`src/design/rde_pkg.sv`:
```
// ----------------------------------------------------------------------------
// rde_pkg
// Shared types, constants and the reciprocal table for the radix digit
// emitter.
// ----------------------------------------------------------------------------
package rde_pkg;

    localparam int VALUE_W = 32;
    localparam int DIGIT_W = 5;
    localparam int RADIX_W = 5;

    localparam logic [RADIX_W-1:0] RADIX_MIN   = 5'd2;
    localparam logic [RADIX_W-1:0] RADIX_MAX   = 5'd16;
    localparam logic [RADIX_W-1:0] RADIX_RESET = 5'd2;

    // Commands from the controller to the datapath.
    typedef struct packed {
        logic load;    // capture the input magnitude and sign
        logic mul;     // multiply magnitude by the base reciprocal
        logic fix;     // correct the quotient, push the remainder
        logic pop;     // read the top of the stack into the output register
    } t_cmd;

    // Status from the datapath to the controller.
    typedef struct packed {
        logic value_zero;   // input value is zero
        logic quot_zero;    // corrected quotient is zero
        logic stack_empty;  // no digit left on the stack
    } t_status;

    // floor(2^32 / b) for b in 2..16; the caller clamps b into that range.
    function automatic logic [VALUE_W-1:0] rde_recip(input logic [RADIX_W-1:0] b);
        logic [VALUE_W-1:0] r;
        case (b)
            5'd2:    r = 32'h8000_0000;
            5'd3:    r = 32'h5555_5555;
            5'd4:    r = 32'h4000_0000;
            5'd5:    r = 32'h3333_3333;
            5'd6:    r = 32'h2AAA_AAAA;
            5'd7:    r = 32'h2492_4924;
            5'd8:    r = 32'h2000_0000;
            5'd9:    r = 32'h1C71_C71C;
            5'd10:   r = 32'h1999_9999;
            5'd11:   r = 32'h1745_D174;
            5'd12:   r = 32'h1555_5555;
            5'd13:   r = 32'h13B1_3B13;
            5'd14:   r = 32'h1249_2492;
            5'd15:   r = 32'h1111_1111;
            default: r = 32'h1000_0000;
        endcase
        return r;
    endfunction

endpackage

```
`src/design/radix_digit_emitter_unit.sv`:
```
// ----------------------------------------------------------------------------
// radix_digit_emitter_unit
// Converts a signed 32-bit integer into its digits in a base from 2 to 16.
// ----------------------------------------------------------------------------
// Each accepted value is split into digits, most significant first, with the
// final digit flagged by o_last_digit; negative values give negated digits and
// zero gives no output at all. The base setting is clamped when used: 0 and 1
// act as 2 and anything above 16 as 16. One value is handled at a time: for
// each digit the divide loop runs a 32x32 reciprocal multiply, then a narrow
// remainder correction and stack push; a first stack read follows, and the
// digits are then handed out, each transfer waiting for the sink to be ready.
// Only the least significant MAX_DIGITS digits are kept.
module radix_digit_emitter_unit import rde_pkg::*; #(
    parameter int MAX_DIGITS = 32
) (
    input  logic                      i_clk,
    input  logic                      i_rst_n,
    input  logic                      i_cfg_we,
    input  logic [RADIX_W-1:0]        i_cfg_wdata,
    input  logic                      i_in_valid,
    output logic                      o_in_ready,
    input  logic signed [VALUE_W-1:0] i_value,
    output logic                      o_out_valid,
    input  logic                      i_out_ready,
    output logic signed [DIGIT_W-1:0] o_digit,
    output logic                      o_last_digit
);

    t_cmd    w_cmd;
    t_status w_status;

    rde_ctrl u_ctrl (
        .i_clk       (i_clk),
        .i_rst_n     (i_rst_n),
        .i_in_valid  (i_in_valid),
        .i_out_ready (i_out_ready),
        .i_status    (w_status),
        .o_cmd       (w_cmd),
        .o_in_ready  (o_in_ready),
        .o_out_valid (o_out_valid)
    );

    rde_datapath #(
        .MAX_DIGITS (MAX_DIGITS)
    ) u_datapath (
        .i_clk        (i_clk),
        .i_rst_n      (i_rst_n),
        .i_cfg_we     (i_cfg_we),
        .i_cfg_wdata  (i_cfg_wdata),
        .i_value      (i_value),
        .i_cmd        (w_cmd),
        .o_status     (w_status),
        .o_digit      (o_digit),
        .o_last_digit (o_last_digit)
    );

    // The block never offers a digit while it takes a new value.
    a_no_overlap: assert property (@(posedge i_clk) disable iff (!i_rst_n)
        !(o_in_ready && o_out_valid))
        else $error("input ready while a digit is offered");

    // A zero value produces nothing and leaves the block ready.
    a_zero_drop: assert property (@(posedge i_clk) disable iff (!i_rst_n)
        (i_in_valid && o_in_ready && (i_value == '0)) |=> (o_in_ready && !o_out_valid))
        else $error("zero value did not return to ready");

    // After the final digit the block goes back to waiting for input.
    a_last_done: assert property (@(posedge i_clk) disable iff (!i_rst_n)
        (o_out_valid && i_out_ready && o_last_digit) |=> (o_in_ready && !o_out_valid))
        else $error("no return to ready after the last digit");

    // Any other digit transfer is followed by the next digit.
    a_more_digits: assert property (@(posedge i_clk) disable iff (!i_rst_n)
        (o_out_valid && i_out_ready && !o_last_digit) |=> o_out_valid)
        else $error("digit sequence ended without a last flag");

endmodule

```
`src/design/rde_ctrl.sv`:
```
// ----------------------------------------------------------------------------
// rde_ctrl
// Sequencer for the digit emitter: division loop, then stack unwind.
// ----------------------------------------------------------------------------
module rde_ctrl import rde_pkg::*; (
    input  logic    i_clk,
    input  logic    i_rst_n,
    input  logic    i_in_valid,
    input  logic    i_out_ready,
    input  t_status i_status,
    output t_cmd    o_cmd,
    output logic    o_in_ready,
    output logic    o_out_valid
);

    typedef enum logic [4:0] {
        S_IDLE = 5'b00001,
        S_MUL  = 5'b00010,
        S_FIX  = 5'b00100,
        S_READ = 5'b01000,
        S_SHOW = 5'b10000
    } t_state;

    t_state r_state, n_state;

    always_ff @(posedge i_clk) begin
        if (!i_rst_n) begin
            r_state <= S_IDLE;
        end else begin
            r_state <= n_state;
        end
    end

    always_comb begin
        n_state     = r_state;
        o_cmd       = '0;
        o_in_ready  = 1'b0;
        o_out_valid = 1'b0;
        unique case (r_state)
            S_IDLE: begin
                o_in_ready = 1'b1;
                // A zero value has no digits and is simply dropped.
                if (i_in_valid && !i_status.value_zero) begin
                    o_cmd.load = 1'b1;
                    n_state    = S_MUL;
                end
            end
            S_MUL: begin
                o_cmd.mul = 1'b1;
                n_state   = S_FIX;
            end
            S_FIX: begin
                o_cmd.fix = 1'b1;
                n_state   = i_status.quot_zero ? S_READ : S_MUL;
            end
            S_READ: begin
                o_cmd.pop = 1'b1;
                n_state   = S_SHOW;
            end
            S_SHOW: begin
                o_out_valid = 1'b1;
                if (i_out_ready) begin
                    if (i_status.stack_empty) begin
                        n_state = S_IDLE;
                    end else begin
                        o_cmd.pop = 1'b1;
                    end
                end
            end
            default: begin
                n_state = S_IDLE;
            end
        endcase
    end

endmodule

```
`src/design/rde_datapath.sv`:
```
// ----------------------------------------------------------------------------
// rde_datapath
// Radix register, reciprocal divider, digit stack and output register.
// ----------------------------------------------------------------------------
module rde_datapath import rde_pkg::*; #(
    parameter int MAX_DIGITS = 32
) (
    input  logic                      i_clk,
    input  logic                      i_rst_n,
    input  logic                      i_cfg_we,
    input  logic [RADIX_W-1:0]        i_cfg_wdata,
    input  logic signed [VALUE_W-1:0] i_value,
    input  t_cmd                      i_cmd,
    output t_status                   o_status,
    output logic signed [DIGIT_W-1:0] o_digit,
    output logic                      o_last_digit
);

    localparam int CW = $clog2(MAX_DIGITS + 1);
    localparam int AW = $clog2(MAX_DIGITS);

    logic [RADIX_W-1:0]   r_radix;
    logic [RADIX_W-1:0]   r_base;
    logic [VALUE_W-1:0]   r_recip;
    logic [VALUE_W-1:0]   r_mag;
    logic                 r_neg;
    logic [2*VALUE_W-1:0] r_prod;
    logic [CW-1:0]        r_cnt;
    logic [DIGIT_W-1:0]   r_rd;
    logic                 r_last;
    logic [DIGIT_W-1:0]   r_mem [MAX_DIGITS];

    logic [RADIX_W-1:0] w_eff;
    logic [VALUE_W-1:0] w_q0;
    logic [11:0]        w_qb;
    logic [5:0]         w_rem;
    logic [5:0]         w_rem_fix;
    logic               w_fix_up;
    logic [VALUE_W-1:0] w_quot;
    logic [DIGIT_W-1:0] w_digit;
    logic [CW-1:0]      w_top;

    always_comb begin
        if (r_radix < RADIX_MIN) begin
            w_eff = RADIX_MIN;
        end else if (r_radix > RADIX_MAX) begin
            w_eff = RADIX_MAX;
        end else begin
            w_eff = r_radix;
        end
    end

    // The reciprocal quotient is low by at most one. The remainder stays below
    // twice the base, so six low bits of the product are enough to find it.
    always_comb begin
        w_q0      = r_prod[2*VALUE_W-1:VALUE_W];
        w_qb      = {6'd0, w_q0[5:0]} * {7'd0, r_base};
        w_rem     = r_mag[5:0] - w_qb[5:0];
        w_fix_up  = (w_rem >= {1'b0, r_base});
        w_rem_fix = w_fix_up ? (w_rem - {1'b0, r_base}) : w_rem;
        w_quot    = w_q0 + {{(VALUE_W-1){1'b0}}, w_fix_up};
        // The remainder carries the sign of the dividend.
        w_digit   = r_neg ? (5'd0 - {1'b0, w_rem_fix[3:0]}) : {1'b0, w_rem_fix[3:0]};
        w_top     = r_cnt - CW'(1);
    end

    always_ff @(posedge i_clk) begin
        if (!i_rst_n) begin
            r_radix <= RADIX_RESET;
            r_cnt   <= '0;
        end else begin
            if (i_cfg_we) begin
                r_radix <= i_cfg_wdata;
            end
            if (i_cmd.load) begin
                r_cnt <= '0;
            end else if (i_cmd.fix && (r_cnt < CW'(MAX_DIGITS))) begin
                r_cnt <= r_cnt + CW'(1);
            end else if (i_cmd.pop) begin
                r_cnt <= w_top;
            end
        end
    end

    always_ff @(posedge i_clk) begin
        if (i_cmd.load) begin
            r_neg   <= i_value[VALUE_W-1];
            r_mag   <= i_value[VALUE_W-1] ? (32'd0 - i_value) : i_value;
            r_base  <= w_eff;
            r_recip <= rde_recip(w_eff);
        end else if (i_cmd.fix) begin
            r_mag <= w_quot;
        end
        if (i_cmd.mul) begin
            r_prod <= {32'd0, r_mag} * {32'd0, r_recip};
        end
    end

    // Digit stack; the registered read doubles as the output register.
    always_ff @(posedge i_clk) begin
        if (i_cmd.fix && (r_cnt < CW'(MAX_DIGITS))) begin
            r_mem[r_cnt[AW-1:0]] <= w_digit;
        end
        if (i_cmd.pop) begin
            r_rd   <= r_mem[w_top[AW-1:0]];
            r_last <= (w_top == '0);
        end
    end

    assign o_status.value_zero  = (i_value == '0);
    assign o_status.quot_zero   = (w_quot == '0);
    assign o_status.stack_empty = (r_cnt == '0);
    assign o_digit              = r_rd;
    assign o_last_digit         = r_last;

endmodule
```
`config.mk`:
```
export PLATFORM = sky130hd
export DESIGN_NAME = radix_digit_emitter_unit
export DESIGN_NICKNAME = d
export VERILOG_FILES = /design/src/design/rde_pkg.sv /design/src/design/radix_digit_emitter_unit.sv /design/src/design/rde_ctrl.sv /design/src/design/rde_datapath.sv
export SDC_FILE = /design/constraint.sdc
export NUM_CORES = 2
export LEC_CHECK = 0
export BUFFER_PORTS_ARGS = -buffer_cell sky130_fd_sc_hd__buf_2
export CAP_MARGIN = 5
export CELL_PAD_IN_SITES_DETAIL_PLACEMENT = 0
export CELL_PAD_IN_SITES_GLOBAL_PLACEMENT = 1
export CORE_MARGIN = 4
export CORE_UTILIZATION = 48
export DETAILED_ROUTE_END_ITERATION = 8
export PLACE_DENSITY = 0.9
export SLEW_MARGIN = 30
export SYNTH_ARGS = -nofsm -noshare
export SYNTH_HDL_FRONTEND = slang
export SYNTH_SLANG_ARGS = --single-unit
```
`constraint.sdc`:
```
create_clock -name i_clk -period 6.9 [get_ports i_clk]
set_input_delay 0.69 -clock i_clk [delete_from_list [all_inputs] [get_ports i_clk]]
set_output_delay 0.69 -clock i_clk [all_outputs]
set_load 0.02 [all_outputs]
```
* Yosys cells after proc, flatten, opt, wreduce, memory -nomap -nowiden
Memory sizes are Yosys's and may differ from the RTL's. A register that Yosys moved wholly into a read port is not among the register bits. Cells that the tools add are included.
Word-level totals: memories kept 2, flip-flop bits (word level) 119, bits in read-only memories 512, output and inout port bits 8, bits in writable memories 160, word-level logic and storage cells 68
Operators by class: $lt $le $gt $ge 4, bitwise operators 1, add/subtract/negate cells 7, muxes and demuxes 25, reductions and logical operators 11, multiply operators 2, equal/unequal tests 8
Memory list:
- (no name shown) | depth 16, width 32, rd ports 1, clocked after Yosys merged registers in 1, wr ports 0, line rde_pkg.sv:34 | case (b)
- u_datapath.r_mem | depth 32, width 5, rd ports 1, clocked after Yosys merged registers in 1, wr ports 1, line rde_datapath.sv:31 | logic [DIGIT_W-1:0] r_mem [MAX_DIGITS];
Operator list (count):
- $mux 32 | 3
- $logic_not 32->1 | 2
- $mul 32x32->64 | 1
- $add 32x1->32 | 1
- $sub 1x32->32 const A | 1
- $mux 5 | 6
- $pmux 5 s5 | 1
- $logic_not 6->1 | 2
- $mux 6 | 2
- $mux 1 | 10
- $mux 4 | 2
- $add 6x1->6 const B | 1
- $ge 6x5->1 | 1
- $lt 6x6->1 const B | 1
- $mul 6x5->6 | 1
- $sub 6x1->6 const B | 1
- $sub 6x6->6 | 1
- $eq 5x1->1 const B | 1
- $eq 5x2->1 const B | 1
- $eq 5x3->1 const B | 1
- $eq 5x4->1 const B | 1
- $eq 5x5->1 const B | 1
- $gt 5x5->1 const B | 1
- $lt 5x2->1 const B | 1
- other kinds (11) | 14

* Depth between registers and ports, before layout
depth in word-level cells 7, depth in mapped cells 29, depth with buffers taken out 27

* Hierarchy
A second synthesis with hierarchy kept.
Second synthesis, totals: cells, all modules 4192, area total of the unflattened synthesis 44109.8 um2
By module, submodules not included:
- rde_datapath | cells each 4154, area each 43788.2 um2, instances 1
- rde_ctrl | cells each 38, area each 321.6 um2, instances 1

* Least setup slack after synthesis
Ideal clock, no wire load.
path kind reg2reg, from reg u_datapath.r_recip[27], to reg u_datapath.r_prod[56] (data pin), arrival 6.984 ns, stages on the path, launching flop included 23, required time 6.641 ns, path slack -0.343 ns, setup time 0.259 ns, cell sequence edfxtp_1 clkbuf_1 and2_1 fa_1 inv_1 fa_1 fa_1 fa_1 inv_1 fa_1 fa_1 fa_1 fa_1 ha_1 and3_1 and3_1 nand2_1 o32a_1 a211oi_1 nor2_1 o21ai_0 a41oi_1 xnor2_1
On the way: longest elaborated chain between the ends 1
RTL lines:
- from (decl) | line rde_datapath.sv:24 | logic [VALUE_W-1:0] r_recip;
- $mul 32x32->64 | line rde_datapath.sv:95 | r_prod <= {32'd0, r_mag} * {32'd0, r_recip};
- to (signal assigned) | line rde_datapath.sv:95
- to (decl) | line rde_datapath.sv:27 | logic [2*VALUE_W-1:0] r_prod;
Every way passes these cells. A chain may end at the register's enable or synchronous reset.

* Worst setup path after layout
from reg u_datapath.r_recip[16], to reg u_datapath.r_prod[51] (data pin)
The elaborated chain is that of the path after synthesis.

==> impl_metrics.ini <==
[die]
core_area_um2 = 90400
die-area_um2 = 96600
initial_core_util_pct = 48.7
die_w_um = 311
ios = 50
num_rows = 110
die_h_um = 311

[clocking]
htree_levels = 1
numCtsBuffers = 29
clockRootBuffer = clkbuf_16
cts_hold_buf = 0
cts_sinks = 274
cts.clk_slew.worst_paths_ns = 0.07
clockBufferDepth = 3
clkLatencyLatePin_ns = 0.57
cts_tree = yes

[synth]
yosys-top-cells-area = fa_1 (41%), edfxtp_1 (18%), ha_1 (8.2%)
synth_mux_area_share_pct = 3.18
yosys.area_share.simple_pct = 13.0
synthArstFlopShare_pct = 0
synthesis.area_um2 = 44000
yosysSeqAreaShare_pct = 18.3
synth.ff_latch_count = 274
yosys.area_share.adder_pct = 49.2
avgSynthCellArea_um2 = 10.5
synth_edf_count = 258
synth_cell_types = 72
synthesis.nets = 5426
synth_compound_area_share_pct = 4.13
syn-instance-count = 4194
yosys.area.top_type_share_pct = 41.0
ys.flop_type = edfxtp_1
synth-xor-area-share_pct = 2.59
ys.warnings.count = 0
yosys.area.top_type = fa_1
synth_top_family_by_area = adder cells

[route]
top_layer_used = met5
drc_errors = 0
first_iter_violations = 2812
ant_nets = 0
wl_met1_mm = 51.7
first_pass_iters = 5
routed_wl_mm = 133
wl_met3_mm = 10.6
met2_length_mm = 62.4
viasPerCell = 5.43
routedWlPerCell_um = 22.3
vias = 32300

[timing]
hold_viol_final = 0
max_slew_margin_pct = 42.2
fin_crit_ns = 7.70
worst_pin_slew_ns = 0.856
setup_ws_ns = -0.803
setup-violations-final = 32
slew_viol_final = 0
rsz0062_at_grt = true
fmax_mhz = 130
finalCritPeriodShare_pct = 112
skew_ns = 0.0257

[worst_setup_path]
critical_path.endpoint = u_datapath.r_prod[51]$_DFFE_PP_
critPathSlowestCell = fa_1
start_kind = flip-flop
critPathKind = reg -> reg
crit_path_frequent_cell = fa_1
critPathRequiredTime_ns = 7.22
crit_fanout = 8
r2r-end = u_datapath.r_prod[51]$_DFFE_PP_
worstRegToRegCells = 25
rrSetupSlack_ns = -0.80
crit_path_end_kind = flip-flop
cp-startpoint = u_datapath.r_recip[16]$_SDFFCE_PP0P_
reg2reg_from = u_datapath.r_recip[16]$_SDFFCE_PP0P_
cpPeakStageDelay_ns = 0.57
arrival_ns = 8.03

[outcome]
status = complete, but fails checks
violations = negative setup slack

[place]
hpwl_mm = 112
port_buffers = 49
place.gp.congestion = 1.01

[grt]
overflow = 0
grt_pass1_vias = 35000
globalRouteTotalUtil_pct = 27.8
grt_max_degree = 51
antenna_found_initial = 4
grt_pass1_wl_mm = 206

[cells_and_area]
n_fill_cell = 7299
drive_gt1_share_pct = 21.7
mostFrequentLayoutCells = inv_1 (914), fa_1 (845), buf_4 (570)
final_common_cell = inv_1
syn_to_final_growth_pct = 19.8
final_util_pct = 58.3
nets = 5984

[job]
drv_cap = 0

[hold_path]
whs_path_depth = 3
min_path_type = in -> reg
[stage by stage]
| step | cell area, um2 | hold WS [ns] | setup TNS, ns | cells | setup slack [ns] |
|---|---|---|---|---|---|
| 2_1_floorplan | 44300 | 0.489 | -0.0687 | 4194 | -0.0411 |
| 3_3_place_gp | 50400 | 0.615 | -26.11 | 5850 | -1.30 |
| 3_5_place_dp | 50500 | 0.638 | -27.56 | 5851 | -1.24 |
| 4_1_cts | 52100 | 0.361 | -14.48 | 5932 | -0.636 |
| 5_1_grt | 52700 | 0.387 | -21.65 | 5953 | -0.935 |
| 6_report | 52700 | 0.373 | -17.20 | 5953 | -0.803 |
[worst max-delay path: cells and delay by family (launching register included)]
kind | cells | cell delay (ns)
AO/OA/AOI/OAI | 5 | 0.89
buffers and inverters | 6 | 0.69
AND/OR/NAND/NOR | 5 | 1.12
flip-flops | 1 | 0.37
adder cells (fa/ha/maj) | 9 | 4.38
[layout make-up]
cell class                 count  area, um2  area share [%]
antenna                        2       5.00         0.00949
clock buffer                  35        748            1.42
clock inverter                19        165           0.313
inverter                     927       3480            6.60
multi-input combinational   2811      32700            62.1
sequential                   274       8070            15.3
tap                         1176       1470            2.79
timing repair buffer         709       6070            11.5
[flip-flops by register name, summed over array words and instances, names as in the netlist]
name                     count
u_datapath.r_cnt             6
u_datapath.r_recip          22
u_datapath.r_neg             1
u_datapath.o_last_digit      1
u_datapath.r_mag            32
u_datapath.o_digit           5
u_datapath.r_mem           160
u_datapath.r_base            5
u_datapath.r_prod           32
u_datapath.r_radix           5
u_ctrl.r_state               5
[kinds of logic after synthesis]
kind of cell | after synthesis
simple gates | 1126
xor+xnor | 130
mux | 76
fa+ha+maj | 1190
buf+inv | 1109
flops | 274
compound gates | 289
[what timing repair did]
item	CTS	global route
gates cloned	1	0
resized for setup	115	127
pin swaps	74	74
setup endpoints to repair	32	34
setup buffers	29	21
[cell usage after synthesis, drive strengths merged (37+ instances only)]
library cell,instances
inv,927
a21o,37
mux4,50
xnor2,69
nor2,117
fa,901
ha,289
clkbuf,164
and2,414
xor2,61
o21ai,60
nand2,425
edfxtp,258
a21oi,92
[layer usage]
layer	vias up	GRT usage, %
met4	2	13.6
li1	14000	-
met5	-	0
met3	428	4.28
met2	1531	45.0
met1	16300	37.1
[worst min-delay path by stage]
| stage | startpoint | to | slack, ns |
|---|---|---|---|
| 2_1_floorplan | u_datapath.r_radix[1]$_SDFFE_PN1P_ | u_datapath.r_radix[1]$_SDFFE_PN1P_ | 0.49 |
| 3_3_place_gp | u_datapath.r_radix[1]$_SDFFE_PN1P_ | u_datapath.r_radix[1]$_SDFFE_PN1P_ | 0.61 |
| 3_5_place_dp | u_datapath.r_cnt[0]$_SDFFE_PP0P_ | u_datapath.r_cnt[0]$_SDFFE_PP0P_ | 0.64 |
| 4_1_cts | i_cfg_wdata[1] | u_datapath.r_radix[1]$_SDFFE_PN1P_ | 0.36 |
| 5_1_grt | i_cfg_wdata[1] | u_datapath.r_radix[1]$_SDFFE_PN1P_ | 0.39 |
| 6_report | i_cfg_wdata[1] | u_datapath.r_radix[1]$_SDFFE_PN1P_ | 0.37 |
Power is not shown: default switching activity piles up to over one toggle a cycle in this logic, so the estimate is an artifact.
